--- src/hw/rtl/ftdc_pkg.sv ---
`timescale 1ns / 1ps
`default_nettype none
// ---------------------------------------------------------------------------
// ftdc_pkg
// Shared widths, constants and register indexes of the thermostat core.
// ---------------------------------------------------------------------------
package ftdc_pkg;

    localparam int SOH_W = 12;
    localparam logic [SOH_W-1:0] SECONDS_PER_HOUR = 12'd3600;

    localparam int CFG_IDX_W  = 3;
    localparam int CFG_DATA_W = 16;

    localparam int S_TDATA_W = 24;
    localparam int M_TDATA_W = 16;

    typedef enum logic [CFG_IDX_W-1:0] {
        REG_FRIDGE_SETPOINT        = 3'd0,
        REG_FRIDGE_BAND            = 3'd1,
        REG_FREEZER_SETPOINT       = 3'd2,
        REG_FREEZER_BAND           = 3'd3,
        REG_DEFROST_ON_TEMP        = 3'd4,
        REG_DEFROST_OFF_TEMP       = 3'd5,
        REG_DEFROST_INTERVAL_HOURS = 3'd6,
        REG_DEFROST_MAX_SECONDS    = 3'd7
    } cfg_index_t;

    localparam logic signed [5:0] FRIDGE_SETPOINT_RST  = 6'sd5;
    localparam logic [3:0]        FRIDGE_BAND_RST      = 4'd1;
    localparam logic signed [6:0] FREEZER_SETPOINT_RST = -7'sd24;
    localparam logic [3:0]        FREEZER_BAND_RST     = 4'd1;
    localparam logic signed [5:0] DEFROST_ON_RST       = -6'sd15;
    localparam logic signed [5:0] DEFROST_OFF_RST      = 6'sd5;
    localparam logic [7:0]        INTERVAL_RST         = 8'd24;
    localparam logic [15:0]       MAX_SECONDS_RST      = 16'd7200;
    localparam logic [15:0]       HEATER_SEC_MAX       = 16'hFFFF;

endpackage : ftdc_pkg
`default_nettype wire

--- src/hw/rtl/fridge_thermostat_defrost_controller_core.sv ---
`timescale 1ns / 1ps
`default_nettype none
// ---------------------------------------------------------------------------
// fridge_thermostat_defrost_controller_core
// Fridge/freezer hysteresis thermostat with timed and temperature defrost.
//
// Each s_ beat is one one-second tick: fridge and freezer temperatures and
// the compressor relay state. Each tick yields exactly one m_ beat with the
// two cooling demands, the heater command and the hours left until a timed
// defrost.
// m_tvalid rises in the cycle after an accepted s_ beat. One tick is taken
// per cycle while the receiver keeps up; the tick's state update and result
// are computed in a single pass of compare and counter logic into the result
// register. When the receiver stalls, the result register holds its beat and
// s_tready stays low only while that register is full and not being taken.
// Configuration registers are written through cfg_we/cfg_index/cfg_data and
// take effect on the next tick.
// Reset (aresetn low, synchronous) restores register defaults, clears all
// flags and counters, loads the hour countdown with 24 and empties the
// result register.
// ---------------------------------------------------------------------------
module fridge_thermostat_defrost_controller_core
    import ftdc_pkg::*;
(
    input  wire                   aclk,
    input  wire                   aresetn,
    input  wire                   cfg_we,
    input  wire [CFG_IDX_W-1:0]   cfg_index,
    input  wire [CFG_DATA_W-1:0]  cfg_data,
    input  wire                   s_tvalid,
    output logic                  s_tready,
    // fridge_temp[7:0], freezer_temp[15:8], compressor_on[16], zero pad
    input  wire [S_TDATA_W-1:0]   s_tdata,
    output logic                  m_tvalid,
    input  wire                   m_tready,
    // freezer_demand[0], fridge_demand[1], heater_on[2], hours_left[10:3], zero pad
    output logic [M_TDATA_W-1:0]  m_tdata
);

    logic signed [5:0] fridge_setpoint_reg;
    logic [3:0]        fridge_band_reg;
    logic signed [6:0] freezer_setpoint_reg;
    logic [3:0]        freezer_band_reg;
    logic signed [5:0] defrost_on_reg;
    logic signed [5:0] defrost_off_reg;
    logic [7:0]        interval_reg;
    logic [15:0]       max_seconds_reg;

    logic              freezer_need_reg, freezer_need_next;
    logic              fridge_need_reg, fridge_need_next;
    logic              defrost_need_reg, defrost_need_next;
    logic              heater_reg, heater_next;
    logic [15:0]       heater_sec_reg, heater_sec_next;
    logic [7:0]        hours_reg, hours_next;
    logic [SOH_W-1:0]  soh_reg, soh_next;

    logic              m_valid_reg;
    logic [10:0]       m_data_reg;

    logic              s_beat;
    logic signed [8:0] tf, tz;
    logic signed [8:0] fridge_hi, fridge_lo, freezer_hi, freezer_lo;
    logic signed [8:0] on_thr, off_thr;
    logic              comp;
    logic [SOH_W-1:0]  soh_inc;

    assign s_tready = !m_valid_reg || m_tready;
    assign s_beat   = s_tvalid && s_tready;
    assign m_tvalid = m_valid_reg;
    assign m_tdata  = {{(M_TDATA_W-11){1'b0}}, m_data_reg};

    always_comb begin
        tf         = {s_tdata[7], s_tdata[7:0]};
        tz         = {s_tdata[15], s_tdata[15:8]};
        comp       = s_tdata[16];
        fridge_lo  = {{3{fridge_setpoint_reg[5]}}, fridge_setpoint_reg};
        fridge_hi  = fridge_lo + $signed({5'b0, fridge_band_reg});
        freezer_lo = {{2{freezer_setpoint_reg[6]}}, freezer_setpoint_reg};
        freezer_hi = freezer_lo + $signed({5'b0, freezer_band_reg});
        on_thr     = {{3{defrost_on_reg[5]}}, defrost_on_reg};
        off_thr    = {{3{defrost_off_reg[5]}}, defrost_off_reg};

        heater_sec_next = heater_sec_reg;
        if (heater_reg && heater_sec_reg != HEATER_SEC_MAX) begin
            heater_sec_next = heater_sec_reg + 16'd1;
        end

        soh_inc    = soh_reg + SOH_W'(1);
        soh_next   = soh_inc;
        hours_next = hours_reg;
        if (soh_inc >= SECONDS_PER_HOUR) begin
            soh_next = '0;
            if (hours_reg != 8'd0) begin
                hours_next = hours_reg - 8'd1;
            end
        end

        freezer_need_next = freezer_need_reg;
        if (tz > freezer_hi) begin
            freezer_need_next = 1'b1;
        end else if (tz <= freezer_lo) begin
            freezer_need_next = 1'b0;
        end

        fridge_need_next = fridge_need_reg;
        if (tf > fridge_hi) begin
            fridge_need_next = 1'b1;
        end else if (tf <= fridge_lo) begin
            fridge_need_next = 1'b0;
        end

        defrost_need_next = defrost_need_reg;
        if (tf < on_thr) begin
            defrost_need_next = 1'b1;
        end else if (tf >= off_thr) begin
            defrost_need_next = 1'b0;
        end
        if (hours_next == 8'd0) begin
            defrost_need_next = 1'b1;
        end
        if (heater_reg && heater_sec_next > max_seconds_reg) begin
            defrost_need_next = 1'b0;
        end

        heater_next = heater_reg;
        if (defrost_need_next && !comp && !heater_reg) begin
            heater_next     = 1'b1;
            heater_sec_next = '0;
        end
        if (!defrost_need_next && heater_reg) begin
            heater_next = 1'b0;
            hours_next  = interval_reg;
        end
    end

    always_ff @(posedge aclk) begin
        if (!aresetn) begin
            fridge_setpoint_reg  <= FRIDGE_SETPOINT_RST;
            fridge_band_reg      <= FRIDGE_BAND_RST;
            freezer_setpoint_reg <= FREEZER_SETPOINT_RST;
            freezer_band_reg     <= FREEZER_BAND_RST;
            defrost_on_reg       <= DEFROST_ON_RST;
            defrost_off_reg      <= DEFROST_OFF_RST;
            interval_reg         <= INTERVAL_RST;
            max_seconds_reg      <= MAX_SECONDS_RST;
        end else if (cfg_we) begin
            case (cfg_index_t'(cfg_index))
                REG_FRIDGE_SETPOINT:        fridge_setpoint_reg  <= cfg_data[5:0];
                REG_FRIDGE_BAND:            fridge_band_reg      <= cfg_data[3:0];
                REG_FREEZER_SETPOINT:       freezer_setpoint_reg <= cfg_data[6:0];
                REG_FREEZER_BAND:           freezer_band_reg     <= cfg_data[3:0];
                REG_DEFROST_ON_TEMP:        defrost_on_reg       <= cfg_data[5:0];
                REG_DEFROST_OFF_TEMP:       defrost_off_reg      <= cfg_data[5:0];
                REG_DEFROST_INTERVAL_HOURS: interval_reg         <= cfg_data[7:0];
                REG_DEFROST_MAX_SECONDS:    max_seconds_reg      <= cfg_data[15:0];
                default: begin
                end
            endcase
        end
    end

    always_ff @(posedge aclk) begin
        if (!aresetn) begin
            freezer_need_reg <= 1'b0;
            fridge_need_reg  <= 1'b0;
            defrost_need_reg <= 1'b0;
            heater_reg       <= 1'b0;
            heater_sec_reg   <= '0;
            hours_reg        <= INTERVAL_RST;
            soh_reg          <= '0;
        end else if (s_beat) begin
            freezer_need_reg <= freezer_need_next;
            fridge_need_reg  <= fridge_need_next;
            defrost_need_reg <= defrost_need_next;
            heater_reg       <= heater_next;
            heater_sec_reg   <= heater_sec_next;
            hours_reg        <= hours_next;
            soh_reg          <= soh_next;
        end
    end

    always_ff @(posedge aclk) begin
        if (!aresetn) begin
            m_valid_reg <= 1'b0;
        end else if (s_beat) begin
            m_valid_reg <= 1'b1;
        end else if (m_tready) begin
            m_valid_reg <= 1'b0;
        end
    end

    always_ff @(posedge aclk) begin
        if (s_beat) begin
            m_data_reg <= {hours_next, heater_next, fridge_need_next, freezer_need_next};
        end
    end

endmodule : fridge_thermostat_defrost_controller_core
`default_nettype wire
--- config.mk ---
export PLATFORM = sky130hd
export DESIGN_NAME = fridge_thermostat_defrost_controller_core
export DESIGN_NICKNAME = d
export VERILOG_FILES = /design/src/hw/rtl/ftdc_pkg.sv /design/src/hw/rtl/fridge_thermostat_defrost_controller_core.sv
export SDC_FILE = /design/constraint.sdc
export NUM_CORES = 1
export LEC_CHECK = 0
export ABC_AREA = 1
export BUFFER_PORTS_ARGS = -buffer_cell sky130_fd_sc_hd__buf_2
export CORE_MARGIN = 3
export CORE_UTILIZATION = 65
export CTS_CLUSTER_SIZE = 30
export DETAILED_ROUTE_END_ITERATION = 10
export GPL_TIMING_DRIVEN = 0
export HOLD_SLACK_MARGIN = 0.08
export PLACE_DENSITY = 0.93
export SETUP_SLACK_MARGIN = 0.15
export SLEW_MARGIN = 20
export SYNTH_ARGS = -nofsm -noshare
export SYNTH_HDL_FRONTEND = slang
export SYNTH_SLANG_ARGS = --single-unit
--- constraint.sdc ---
create_clock -name aclk -period 5.5 [get_ports aclk]
set_clock_uncertainty 0.05 [all_clocks]
set_input_delay 0.55 -clock aclk [delete_from_list [all_inputs] [get_ports aclk]]
set_output_delay 0.55 -clock aclk [all_outputs]
set_load 0.01 [all_outputs]
==> metrics.md, run 1 <==
| Metric | Value |
|---|---|
| Result of the run | `finished, final reports clean` |
| TritonCTS buffer count | `9` |
| Post-synth top flop | `sky130_fd_sc_hd__dfxtp_1` |
| Average size of a mapped cell | `7.31 um^2` |
| Xor/xnor share of the synthesized area | `~3.4%` |
| Number of warning messages in the yosys log | `0` |
| Routability cong. | `between 0.8 and 0.9` |
| Fin. max-slew vios | `0` |
| Total routing resource utilization after global routing | `around 28%` |
| Post-CTS setup repair buffer count | `0` |
| DR iter-0 viols | `roughly 430` |
| H-tree level count | `3` |
| Number of antenna violations at the first check in global routing | `0` |
| Total net switching power | `a little under 500 uW` |
| Largest net degree at the start of global routing | `21` |
| Async SR Flop Fraction | `0%` |
| Setup repair after global routing missed its margin | `no` |
| Post-synth EDFFs | `11` |
| Area of the core | `0.0104 mm^2` |
| Number of hold buffers added after CTS | `0` |
| Cell count of the worst hold path | `3` |
| Placed Cells incl. Taps | `between 1,000 and 1,500` |
| Largest fanout of any net on the critical path | `10` |
| Adder and majority cell fraction of the synthesized area | `14.1%` |
| CTS root buffer | `sky130_fd_sc_hd__clkbuf_8` |
| Top library cells by usage in the layout, fill and taps aside | `sky130_fd_sc_hd__nand2_1 (175), sky130_fd_sc_hd__inv_1 (134), sky130_fd_sc_hd__dfxtp_1 (98)` |
| Maximum clock path buffer count | `2` |
| Global-route wire length before repair | `26.8 mm` |
| Clock-pin transition on the worst setup and hold timing paths | `approximately 90 ps` |
| Share of final-layout standard cells stronger than drive strength 1 | `a little under an eighth` |
| Starting density of the core | `approximately 67%` |
| CTS sink cnt | `about 110` |
| Cell area after technology mapping | `between 0.006 and 0.007 mm^2` |
| Storage element area | `between 0.002 and 0.0025 mm^2` |
| Net switching share of the total power | `30.1%` |
| Internal cell power | `around 1.1 mW` |
| Overflow left after global routing | `0` |
| Clock insertion delay at the later pin of the skew report | `about 370 ps` |
| Pre-Repair DR Iteration Count | `6` |
| Sum of routed wire length over all layers | `16.4 mm` |
| Count of endpoints failing setup in the final report | `0` |
| Final-layout setup total negative slack | `0 ps` |
| Post-synth cell types | `47` |
| IO Pins | `66` |
| Count of cells along the worst register-to-register path | `27` |
| Worst hold-check slack | `353 ps` |
| Antenna-violating nets left | `0` |
| Slew Limit Headroom | `between 50% and 60%` |
| Non-filler instance count after layout | `roughly 1,200` |
| Overall die width | `~110 um` |
| Worst slack, placed | `between 1000 and 1500 ps` |
| Hold WC Path Type | `in2reg` |
| Proportion of synthesized chip area in sequential cells | `between 30% and 40%` |
| DP Area | `between 0.007 and 0.008 mm^2` |
| Antenna diode count | `0` |
| Sequential power share | `53.2%` |
| Static Leak | `roughly 3.7 nW` |
| Via count of the first global-routing pass | `around 6,000` |
| Most common cell after layout, fill and taps aside | `sky130_fd_sc_hd__nand2_1` |
| Critical setup path kind | `reg2reg` |
| Die outline height | `roughly 110 um` |
| # port buffers | `52` |
| Post-DP HPWL | `roughly 13 mm` |
| Net count of the finished layout | `1,141` |
| Max rail drop VDD | `~0.12 mV` |
| Fmax | `between 0.2 and 0.25 GHz` |
| Post-detailed-route wirelength per cell | `around 14 um` |
| Compound-Gate Fraction of Synth Area | `roughly 15%` |
| Post-cts gate resize count | `0` |
| Number of register bits inferred by synthesis | `approximately 110` |
| Die outline area | `about 0.012 mm^2` |
| Power density over cell area | `roughly 210 mW/mm^2` |
| Final clock period utilization by the worst path | `77.3%` |
| Vias | `6,474` |
| Comb pwr share | `19.7%` |
| Launching element type of the critical path | `flop` |
| Clock tree from TritonCTS | `yes` |
| Post-route cell area | `between 0.007 and 0.008 mm^2` |
| Via-per-instance ratio | `about 5.6` |
| Area of the multi-input gates | `about 0.004 mm^2` |
| Area growth from synthesis to layout | `8.76%` |
| Kind of end point of the critical path | `flop` |
| Data required time of the critical path | `approximately 5600 ps` |
| Number of filler instances in the final layout | `a little over 800` |
| Worst-margin pin slew | `between 700 and 800 ps` |
| Worst EP arrival | `4330 ps` |
| Number of cells produced by synthesis | `949` |
| Min Tclk post-route | `4250 ps` |
| Multiplexer share of the synthesized area | `0%` |
| DRC | `0` |
| Dominant combinational cell family by area after synthesis | `simple AND/OR/NAND/NOR gates` |
| Final hold violation count | `0` |
| Part of the total power dissipated in the clock network | `between 20% and 30%` |
| Count of max-cap constraint violations | `0` |
| Least setup slack across all paths after layout | `between 1000 and 1500 ps` |
| Simple-gate share of the synthesized area | `between 20% and 30%` |
| Rows | `37` |
Yosys cell counts, types with 2 or more instances:
| master | number | area (um^2) |
|---|---|---|
| sky130_fd_sc_hd__ha_1 | 75 | 938 |
| sky130_fd_sc_hd__nand4_1 | 10 | 62.6 |
| sky130_fd_sc_hd__nand3_1 | 66 | 330 |
| sky130_fd_sc_hd__inv_1 | 134 | 503 |
| sky130_fd_sc_hd__o21bai_1 | 2 | 15.0 |
| sky130_fd_sc_hd__fa_1 | 2 | 40.0 |
| sky130_fd_sc_hd__clkbuf_1 | 17 | 63.8 |
| sky130_fd_sc_hd__dfxtp_1 | 98 | 1960 |
| sky130_fd_sc_hd__o21ai_0 | 61 | 305 |
| sky130_fd_sc_hd__nor2_1 | 79 | 297 |
| sky130_fd_sc_hd__buf_6 | 2 | 22.5 |
| sky130_fd_sc_hd__nor2_4 | 2 | 22.5 |
| sky130_fd_sc_hd__or2_2 | 4 | 25.0 |
| sky130_fd_sc_hd__nand3b_1 | 3 | 22.5 |
| sky130_fd_sc_hd__nand3_2 | 7 | 70.1 |
| sky130_fd_sc_hd__inv_2 | 6 | 22.5 |
| sky130_fd_sc_hd__buf_4 | 6 | 45.0 |
| sky130_fd_sc_hd__a211oi_1 | 8 | 60.1 |
| sky130_fd_sc_hd__a21oi_1 | 90 | 450 |
| sky130_fd_sc_hd__xnor2_1 | 10 | 87.6 |
| sky130_fd_sc_hd__and2_1 | 2 | 12.5 |
| sky130_fd_sc_hd__a221oi_1 | 2 | 17.5 |
| sky130_fd_sc_hd__nand2_2 | 12 | 75.1 |
| sky130_fd_sc_hd__nor3_1 | 10 | 50.1 |
| sky130_fd_sc_hd__nor2_2 | 4 | 25.0 |
| sky130_fd_sc_hd__buf_2 | 3 | 15.0 |
| sky130_fd_sc_hd__xor2_1 | 17 | 149 |
| sky130_fd_sc_hd__nand2_1 | 175 | 657 |
| sky130_fd_sc_hd__edfxtp_1 | 11 | 330 |
| sky130_fd_sc_hd__o211ai_1 | 14 | 105 |
power groups by stage:
| stage | Clock, mW | Combinational (mW) | Sequential, mW |
|---|---|---|---|
| 5_1_grt | 0.470 | 0.359 | 0.865 |
| 4_1_cts | 0.435 | 0.315 | 0.861 |
| 3_3_place_gp | 0 | 0.299 | 0.878 |
| 3_5_place_dp | 0 | 0.313 | 0.879 |
| 2_1_floorplan | 0 | 0.217 | 0.877 |
| 6_report | 0.439 | 0.318 | 0.861 |
per-stage QoR:
step	total power, mW	util (%)
after floorplan	1.09	-
after global routing	1.69	72.8
after global placement	1.18	71.2
after CTS	1.61	72.8
final	1.62	72.8
after detailed placement	1.19	71.2
cells by family after synthesis:
kind of cell               count (synthesis)
buffers and inverters                    170
AOI/OAI and AO/OA                        184
and+or+nand+nor                          381
xor gates and xnor gates                  27
DFF                                      109
other                                      1
adders and majority gates                 77
path summary, 6_finish.rpt:
| check | end | slack [ps] | start |
|---|---|---|---|
| setup / recovery | m_data_reg[6]$_DFFE_PP_ | 1250 | heater_sec_reg[0]$_SDFFE_PN0P_ |
| hold / removal | max_seconds_reg[12]$_SDFFE_PN1P_ | 350 | cfg_data[12] |
| setup reg to reg | m_data_reg[6]$_DFFE_PP_ | 1250 | heater_sec_reg[0]$_SDFFE_PN0P_ |
| hold reg to reg | max_seconds_reg[15]$_SDFFE_PN0P_ | 420 | max_seconds_reg[15]$_SDFFE_PN0P_ |
routing by layer:
layer / track usage, % / vias up / wire length (um)
met1: 37.5 / 2959 / 7160
met3: 3.46 / 29 / 1110
li1: - / 3256 / -
met5: 0 / - / 0
met2: 47.2 / 230 / 7760
met4: 8.82 / 0 / 380
layout make-up:
| cell class | count | area share [%] |
|---|---|---|
| Timing Repair Buffer | 52 | 3.45 |
| Inverter | 140 | 6.96 |
| Clock buffer | 14 | 2.02 |
| Clock inverter | 2 | 0.133 |
| Multi-Input combinational cell | 674 | 52.8 |
| Buffer | 30 | 2.06 |
| Tap cell | 136 | 2.25 |
| Sequential cell | 109 | 30.4 |
critical path, stage by stage, from the launching register on:
cell	delay, ps
sky130_fd_sc_hd__dfxtp_1	360
sky130_fd_sc_hd__ha_1	220
sky130_fd_sc_hd__nand2_1	60
sky130_fd_sc_hd__inv_1	50
sky130_fd_sc_hd__nand2_1	70
sky130_fd_sc_hd__nor2_1	60
sky130_fd_sc_hd__nand3_1	70
sky130_fd_sc_hd__nand2_1	160
sky130_fd_sc_hd__nor3_1	310
sky130_fd_sc_hd__and3_1	260
sky130_fd_sc_hd__nand2_1	110
sky130_fd_sc_hd__nor3_1	190
sky130_fd_sc_hd__xor2_1	290
sky130_fd_sc_hd__ha_1	190
sky130_fd_sc_hd__nand2_1	70
sky130_fd_sc_hd__inv_1	50
sky130_fd_sc_hd__nand3_1	80
sky130_fd_sc_hd__nor3_1	170
sky130_fd_sc_hd__inv_1	80
sky130_fd_sc_hd__a31oi_1	130
sky130_fd_sc_hd__or2_2	120
sky130_fd_sc_hd__inv_1	30
sky130_fd_sc_hd__nor2_1	140
sky130_fd_sc_hd__nand2_1	120
sky130_fd_sc_hd__nand2_2	100
sky130_fd_sc_hd__buf_6	160
sky130_fd_sc_hd__nand3_1	120
sky130_fd_sc_hd__and2_1	190
No activity file was read; power rests on OpenSTA's default activity.
==> inputs of run 2 (changes only) <==
--- a/config.mk
+++ b/config.mk
@@ -5,15 +5,15 @@
 export SDC_FILE = /design/constraint.sdc
 export NUM_CORES = 1
 export LEC_CHECK = 0
-export ABC_AREA = 1
+export ABC_AREA = 0
 export BUFFER_PORTS_ARGS = -buffer_cell sky130_fd_sc_hd__buf_2
 export CORE_MARGIN = 3
-export CORE_UTILIZATION = 65
+export CORE_UTILIZATION = 55
 export CTS_CLUSTER_SIZE = 30
 export DETAILED_ROUTE_END_ITERATION = 10
 export GPL_TIMING_DRIVEN = 0
 export HOLD_SLACK_MARGIN = 0.08
-export PLACE_DENSITY = 0.93
+export PLACE_DENSITY = 0.85
 export SETUP_SLACK_MARGIN = 0.15
 export SLEW_MARGIN = 20
 export SYNTH_ARGS = -nofsm -noshare
==> constraint.sdc (replaced) <==
create_clock -name aclk -period 3.5 [get_ports aclk]
set_clock_uncertainty 0.05 [all_clocks]
set_input_delay 0.35 -clock aclk [delete_from_list [all_inputs] [get_ports aclk]]
set_output_delay 0.35 -clock aclk [all_outputs]
set_load 0.01 [all_outputs]
==> run 2 against run 1 <==
The flow now finishes with violations (negative setup slack). Synthesized cell count decreased by 13%. Maximum frequency increased by 7.8%. Via count increased by 3.3%. Area after synthesis increased by 1.6%. Critical path depth decreased by 11. Die area increased by 19%. Setup slack got worse by 1700 ps. First-iteration DRC count increased by 45%.
==> metrics.md, run 2 <==
| Metric | Value |
|---|---|
| Xor/xnor share of the synthesized area | `3.98% (+0.57 points)` |
| Overall die width | `119 um (+9.0%)` |
| Rows | `40 (+8.1%)` |
| Top-count cell post-synth | `sky130_fd_sc_hd__nand2_1` |
| Antenna-violating nets left | `0 (unchanged)` |
| Least setup slack across all paths after layout | `-444 ps (-1690 ps)` |
| Number of filler instances in the final layout | `901 (+9.7%)` |
| IO Pins | `66 (unchanged)` |
| Vias | `6,689 (+3.3%)` |
| Pre-Repair DR Iteration Count | `5 (-1)` |
| Placed Cells incl. Taps | `1,045 (-8.4%)` |
| Largest net degree at the start of global routing | `19 (-9.5%)` |
| Simple-gate share of the synthesized area | `20.0% (-5.1 points)` |
| Count of endpoints failing setup in the final report | `19 (+19)` |
| Kind of cell adding the most delay to the critical path | `compound AO/OA/AOI/OAI gates` |
| Via-per-instance ratio | `6.11 (+9.3%)` |
| Starting density of the core | `57.5% (-9.4 points)` |
| CTS root buffer | `sky130_fd_sc_hd__clkbuf_16` |
| Clock insertion delay at the later pin of the skew report | `360 ps (about the same)` |
| Post-synth top flop | `sky130_fd_sc_hd__dfxtp_1` |
| Slew Limit Headroom | `38.6% (-13 points)` |
| Multiplexer share of the synthesized area | `5.11% (+5.1 points)` |
| Fin. max-slew vios | `0 (unchanged)` |
| Routability cong. | `0.974 (+8.4%)` |
| Cell area after technology mapping | `0.00705 mm^2 (+1.6%)` |
| Kind of end point of the critical path | `flop` |
| DRC | `0 (unchanged)` |
| Share of final-layout standard cells stronger than drive strength 1 | `21.4% (+10 points)` |
| Adder and majority cell fraction of the synthesized area | `13.9% (-0.22 points)` |
| Non-filler instance count after layout | `1,094 (-5.4%)` |
| Die outline height | `119 um (+9.0%)` |
| CTS sink cnt | `109 (unchanged)` |
| Static Leak | `3.58 nW (-2.0%)` |
| Average size of a mapped cell | `8.54 um^2 (+17%)` |
| Sum of routed wire length over all layers | `19.6 mm (+19%)` |
| Biggest cell delay along the critical path | `440 ps (+80 ps)` |
| Power density over cell area | `336 mW/mm^2 (+57%)` |
| Overflow left after global routing | `0 (unchanged)` |
| Setup repair after global routing missed its margin | `yes` |
| Final-layout setup total negative slack | `-6900 ps (-6900 ps)` |
| Compound-Gate Fraction of Synth Area | `17.9% (+3.4 points)` |
| Dominant combinational cell family by area after synthesis | `simple AND/OR/NAND/NOR gates` |
| Min Tclk post-route | `3940 ps (-307 ps)` |
| Area of the multi-input gates | `0.00469 mm^2 (+18%)` |
| Cell type with the highest aggregate area in the netlist | `sky130_fd_sc_hd__dfxtp_1` |
| Storage element area | `0.00233 mm^2 (+1.5%)` |
| Critical setup path kind | `reg2reg` |
| Largest fanout of any net on the critical path | `7 (-3)` |
| Count of max-cap constraint violations | `0 (unchanged)` |
| Number of register bits inferred by synthesis | `109 (unchanged)` |
| Number of warning messages in the yosys log | `0 (unchanged)` |
| Die outline area | `0.0142 mm^2 (+19%)` |
| Cell types with the largest area share after synthesis | `sky130_fd_sc_hd__dfxtp_1 (28%), sky130_fd_sc_hd__ha_1 (13%), sky130_fd_sc_hd__nand2_1 (5.9%)` |
| Via count of the first global-routing pass | `6,160 (+5.6%)` |
| Critical-path cell list | `nand4_1 -> nor4b_4 -> a41o_4 -> nor2_4 -> buf_4 -> nand2_1 -> xnor2_2 -> ha_1 -> o21a_1 -> o21a_1 -> o21ai_1 -> a31o_2 -> a221oi_4 -> nor3_4 -> mux2_4 -> o21a_1` |
| Proportion of synthesized chip area in sequential cells | `32.5% (-0.50 points)` |
| Clock tree from TritonCTS | `yes` |
| Most used standard cells in the synthesized netlist | `sky130_fd_sc_hd__nand2_1 (110), sky130_fd_sc_hd__dfxtp_1 (98), sky130_fd_sc_hd__ha_1 (75)` |
| Violated checks | `negative setup slack` |
| # port buffers | `47 (-9.6%)` |
| Most common cell after layout, fill and taps aside | `sky130_fd_sc_hd__nand2_1` |
| Top library cells by usage in the layout, fill and taps aside | `sky130_fd_sc_hd__nand2_1 (103), sky130_fd_sc_hd__dfxtp_1 (85), sky130_fd_sc_hd__ha_1 (70)` |
| Crit path max-delay cell type | `sky130_fd_sc_hd__nor3_4` |
| H-tree level count | `3 (unchanged)` |
| Max rail drop VDD | `0.275 mV (+130%)` |
| Net count of the finished layout | `1,046 (-8.3%)` |
| Post-synth EDFFs | `11 (unchanged)` |
| Count of buffer and inverter cells on the critical path | `1 (-4)` |
| DR iter-0 viols | `627 (+45%)` |
| Worst-margin pin slew | `914 ps (+194 ps)` |
| Post-detailed-route wirelength per cell | `17.9 um (+26%)` |
| TritonCTS buffer count | `9 (unchanged)` |
| Total routing resource utilization after global routing | `25.5% (-2.5 points)` |
| Fmax | `0.254 GHz (+7.8%)` |
| Worst EP arrival | `4150 ps (-180 ps)` |
| Area growth from synthesis to layout | `20.8%` |
| Result of the run | `finished, violations left` |
| Launching element type of the critical path | `flop` |
| Maximum clock path buffer count | `2 (unchanged)` |
| Async SR Flop Fraction | `0% (unchanged)` |
| Number of antenna violations at the first check in global routing | `0 (unchanged)` |
| Post-synth cell types | `77 (+64%)` |
| Clock-pin transition on the worst setup and hold timing paths | `80 ps (about the same)` |
| Final hold violation count | `0 (unchanged)` |
| Antenna diode count | `0 (unchanged)` |
| Yosys top cell area share | `27.8% (-0.43 points)` |
| Area of the core | `0.0123 mm^2 (+18%)` |
| Cell occurring most often along the worst timing path | `sky130_fd_sc_hd__o21a_1` |
| Final clock period utilization by the worst path | `113% (+35 points)` |
| Hold WC Path Type | `in2reg` |
| Global-route wire length before repair | `29.4 mm (+10%)` |
| Post-DP HPWL | `12.7 mm (+1.7%)` |
| Number of cells produced by synthesis | `825 (-13%)` |
| Data required time of the critical path | `3710 ps (-1870 ps)` |
==> run 2: power breakdown <==
part	total [mW]	leakage [nW]	internal (mW)	switching, mW
Sequential	1.33	0.910	1.30	0.0305
Clock	1.07	0.149	0.580	0.486
Combinational	0.466	2.52	0.198	0.268
Total	2.86	3.58	2.07	0.784
==> run 2: stage by stage <==
step	utilization [%]	setup slack [ps]	total power [mW]	hold slack [ps]	area (um^2)
final	69.4	-444	2.86	163	8510
after global routing	69.4	-561	2.95	191	8510
after global placement	62.1	-445	1.76	392	7610
after floorplan	-	-17.3	1.64	383	7170
after detailed placement	62.2	-470	1.78	398	7630
after CTS	66.9	-272	2.83	158	8210
==> run 2: logic make-up after synthesis <==
family                     Yosys count
xor gates and xnor gates            32
and+or+nand+nor                    291
muxes                               34
buffers and inverters               97
AOI/OAI and AO/OA                  184
DFF                                109
adders and majority gates           77
other                                1
==> run 2: tightest hold or removal path, delay by kind of cell <==
family / cells / cell delay [ps]
AOI/OAI and AO/OA: 1 / 80
buffers and inverters: 1 / 70
and+or+nand+nor: 1 / 40
==> run 2: final cells by class <==
| type | count | share of cell area (%) |
|---|---|---|
| repair buffers | 81 | 6.12 |
| inverters | 58 | 2.56 |
| plain buffers | 39 | 2.82 |
| multi-input cells | 623 | 55.1 |
| clock buffers | 10 | 2.81 |
| clock inverters | 6 | 0.809 |
| well taps | 168 | 2.47 |
| flip-flops and latches | 109 | 27.3 |
==> run 2: what timing repair did <==
action	in CTS	in global routing
buffers inserted	23	9
pin swaps	22	19
hold buffers	0	0
setup endpoints to repair	19	31
gates resized for setup	30	46
cloned	1	0
==> run 2: worst paths after layout <==
| check | start | end | slack [ps] | cells after the start |
|---|---|---|---|---|
| worst max-delay path | heater_sec_reg[13]$_SDFFE_PN0P_ | hours_reg[1]$_SDFFE_PN0P_ | -440 | 16 |
| worst min-delay path | cfg_data[12] | max_seconds_reg[12]$_SDFFE_PN1P_ | 160 | 3 |
| worst max register to register | heater_sec_reg[13]$_SDFFE_PN0P_ | hours_reg[1]$_SDFFE_PN0P_ | -440 | 16 |
| worst min register to register | max_seconds_reg[6]$_SDFFE_PN0P_ | max_seconds_reg[6]$_SDFFE_PN0P_ | 410 | 2 |
==> run 2: metal layers <==
layer / wire, um / track usage [%] / vias up
met5: 0 / 0 / -
met4: 746 / 10.4 / 0
met3: 1730 / 4.80 / 79
met2: 9240 / 42.2 / 363
met1: 7850 / 32.8 / 3107
li1: - / - / 3140
==> inputs of run 3 (changes only) <==
==> constraint.sdc (replaced) <==
create_clock -name aclk -period 3.4 [get_ports aclk]
set_clock_uncertainty 0.05 [all_clocks]
set_input_delay 0.34 -clock aclk [delete_from_list [all_inputs] [get_ports aclk]]
set_output_delay 0.34 -clock aclk [all_outputs]
set_load 0.01 [all_outputs]
==> run 3 against run 2 <==
The run still ends with negative setup slack left. Register-to-register slack got worse by 140 ps. Setup slack got worse by 140 ps. Die area unchanged. Maximum frequency decreased by 0.97%. First-iteration DRC count decreased by 18%. Critical path depth unchanged. Cell count decreased by 0.64%. Critical path type unchanged.
==> metrics.md, run 3 (synthesis results as in run 2) <==
| Metric | Value |
|---|---|
| Via-per-instance ratio | `5.97 (-2.4%)` |
| Worst-margin pin slew | `804 ps (-110 ps)` |
| Net switching share of the total power | `28.3% (+0.91 points)` |
| Post-route cell area | `0.00833 mm^2 (-2.1%)` |
| DRC | `0 (unchanged)` |
| TritonCTS buffer count | `9 (unchanged)` |
| Violated checks | `negative setup slack` |
| Setup repair after global routing missed its margin | `yes` |
| Slew Limit Headroom | `46.0% (+7.4 points)` |
| Antenna diode count | `0 (unchanged)` |
| Worst hold-check slack | `156 ps (-7.03 ps)` |
| Part of the total power dissipated in the clock network | `36.0% (-1.3 points)` |
| Crit path max-delay cell type | `sky130_fd_sc_hd__a221oi_4` |
| Final hold violation count | `0 (unchanged)` |
| Rows | `40 (unchanged)` |
| Power density over cell area | `342 mW/mm^2 (+1.9%)` |
| Result of the run | `finished, violations left` |
| H-tree level count | `3 (unchanged)` |
| Global-route wire length before repair | `28.9 mm (-1.7%)` |
| CTS sink cnt | `109 (unchanged)` |
| Area of the core | `0.0123 mm^2 (unchanged)` |
| Starting density of the core | `57.5% (unchanged)` |
| Routability cong. | `0.942 (-3.3%)` |
| Total routing resource utilization after global routing | `24.8% (-0.69 points)` |
| Largest fanout of any net on the critical path | `6 (-1)` |
| Clock tree from TritonCTS | `yes` |
| DP Area | `0.00761 mm^2 (-0.18%)` |
| Launching element type of the critical path | `flop` |
| Post-DP HPWL | `12.6 mm (-1.2%)` |
| Utilization of the core after routing | `68.0% (-1.4 points)` |
| Internal cell power | `2.04 mW (-1.5%)` |
| DR iter-0 viols | `517 (-18%)` |
| Number of hold buffers added after CTS | `0 (unchanged)` |
| Sum of routed wire length over all layers | `18.4 mm (-5.9%)` |
| Clock insertion delay at the later pin of the skew report | `360 ps (about the same)` |
| Min Tclk post-route | `3980 ps (+38.8 ps)` |
| Total power of the final layout | `2.85 mW (-0.26%)` |
| Maximum clock path buffer count | `2 (unchanged)` |
| # port buffers | `47 (unchanged)` |
| Count of endpoints failing setup in the final report | `19 (unchanged)` |
| Kind of end point of the critical path | `flop` |
| Die outline height | `119 um (unchanged)` |
| Clock-pin transition on the worst setup and hold timing paths | `80 ps (about the same)` |
| Biggest cell delay along the critical path | `390 ps (-50 ps)` |
| Top library cells by usage in the layout, fill and taps aside | `sky130_fd_sc_hd__nand2_1 (106), sky130_fd_sc_hd__dfxtp_1 (87), sky130_fd_sc_hd__ha_1 (71)` |
| Post-detailed-route wirelength per cell | `16.9 um (-5.3%)` |
| Via count of the first global-routing pass | `6,034 (-2.0%)` |
| Antenna-violating nets left | `0 (unchanged)` |
| Final clock period utilization by the worst path | `117% (+4.5 points)` |
| Largest net degree at the start of global routing | `21 (+2)` |
| Max rail drop VDD | `0.224 mV (-18%)` |
| Net count of the finished layout | `1,039 (-0.67%)` |
| Share of final-layout standard cells stronger than drive strength 1 | `20.2% (-1.1 points)` |
| Data required time of the critical path | `3600 ps (-110 ps)` |
| Worst EP arrival | `4180 ps (+30 ps)` |
| Critical-path cell list | `nand4_1 -> nor4b_4 -> a41o_4 -> nor2_4 -> nor4b_4 -> xor2_2 -> ha_2 -> nand4_1 -> nor3_2 -> o21ai_1 -> a31o_2 -> a221oi_4 -> nor3_4 -> buf_6 -> a211o_2 -> o311a_1` |
| Fin. max-slew vios | `0 (unchanged)` |
| Static Leak | `3.46 nW (-3.3%)` |
| Least setup slack across all paths after layout | `-583 ps (-139 ps)` |
| Sequential power share | `47.9% (+1.5 points)` |
| Critical setup path kind | `reg2reg` |
| CTS root buffer | `sky130_fd_sc_hd__clkbuf_16` |
| Total net switching power | `808 uW (+3.1%)` |
| IO Pins | `66 (unchanged)` |
| Overall die width | `119 um (unchanged)` |
| Vias | `6,486 (-3.0%)` |
| Hold WC Path Type | `in2reg` |
| Fmax | `0.251 GHz (-0.97%)` |
| Count of max-cap constraint violations | `0 (unchanged)` |
| Overflow left after global routing | `0 (unchanged)` |
| Comb pwr share | `16.1% (-0.2 points)` |
| Pre-Repair DR Iteration Count | `5 (unchanged)` |
| Die outline area | `0.0142 mm^2 (unchanged)` |
| Area growth from synthesis to layout | `18.2%` |
| Number of antenna violations at the first check in global routing | `0 (unchanged)` |
| Most common cell after layout, fill and taps aside | `sky130_fd_sc_hd__nand2_1` |
[run 3: worst max-delay path: cells and delay by family, from the launching register on]
kind                       cells  cell delay [ps]
and+or+nand+nor                7             1280
xor gates and xnor gates       1              160
adders and majority gates      1              370
DFF                            1              380
AOI/OAI and AO/OA              6             1460
buffers and inverters          1              150
[run 3: final timing paths]
path                                                       start                                to  slack, ps  depth (start not counted)
worst min register to register  max_seconds_reg[13]$_SDFFE_PN0P_  max_seconds_reg[13]$_SDFFE_PN0P_        410                          2
worst max register to register   heater_sec_reg[10]$_SDFFE_PN0P_         hours_reg[7]$_SDFFE_PN0P_       -580                         16
worst max-delay path             heater_sec_reg[10]$_SDFFE_PN0P_         hours_reg[7]$_SDFFE_PN0P_       -580                         16
worst min-delay path                                cfg_data[11]  max_seconds_reg[11]$_SDFFE_PN1P_        160                          3
[run 3: stage by stage]
| step | TNS [ps] | instances | setup WS (ps) |
|---|---|---|---|
| 4_1_cts | -5060 | 1080 | -338 |
| 3_3_place_gp | -10740 | 1044 | -538 |
| 2_1_floorplan | -808 | 829 | -117 |
| 6_report | -9680 | 1087 | -583 |
| 3_5_place_dp | -8200 | 1044 | -549 |
| 5_1_grt | -11190 | 1087 | -675 |
[run 3: repair_timing]
| action | 4_1_cts | 5_1_grt |
|---|---|---|
| pin swaps | 25 | 25 |
| endpoints found under the hold margin | 0 | 0 |
| endpoints found under the setup margin | 30 | 32 |
| cloned | 1 | 0 |
| gates resized for setup | 29 | 29 |
| buffers inserted | 19 | 7 |
[run 3: routing by layer]
| layer | vias up | GRT usage (%) | routed length (um) |
|---|---|---|---|
| met5 | - | 0 | 0 |
| met4 | 0 | 7.24 | 451 |
| met3 | 50 | 4.32 | 1300 |
| met2 | 282 | 41.6 | 8710 |
| met1 | 3028 | 32.8 | 7950 |
| li1 | 3126 | - | - |
[run 3: power by group through the flow]
stage	registers (mW)	clock network (mW)	logic, mW
detailed placement	1.40	0	0.427
global route	1.37	1.08	0.510
CTS	1.37	1.04	0.444
finish	1.37	1.03	0.459
global placement	1.40	0	0.414
floorplan	1.40	0	0.294
[run 3: final cells by class]
class / instances / area (um^2)
plain buffers: 39 / 241
multi-input cells: 623 / 4620
repair buffers: 74 / 445
flip-flops and latches: 109 / 2320
clock buffers: 10 / 229
clock inverters: 6 / 52.6
fillers: 933 / 3930
inverters: 58 / 218
well taps: 168 / 210
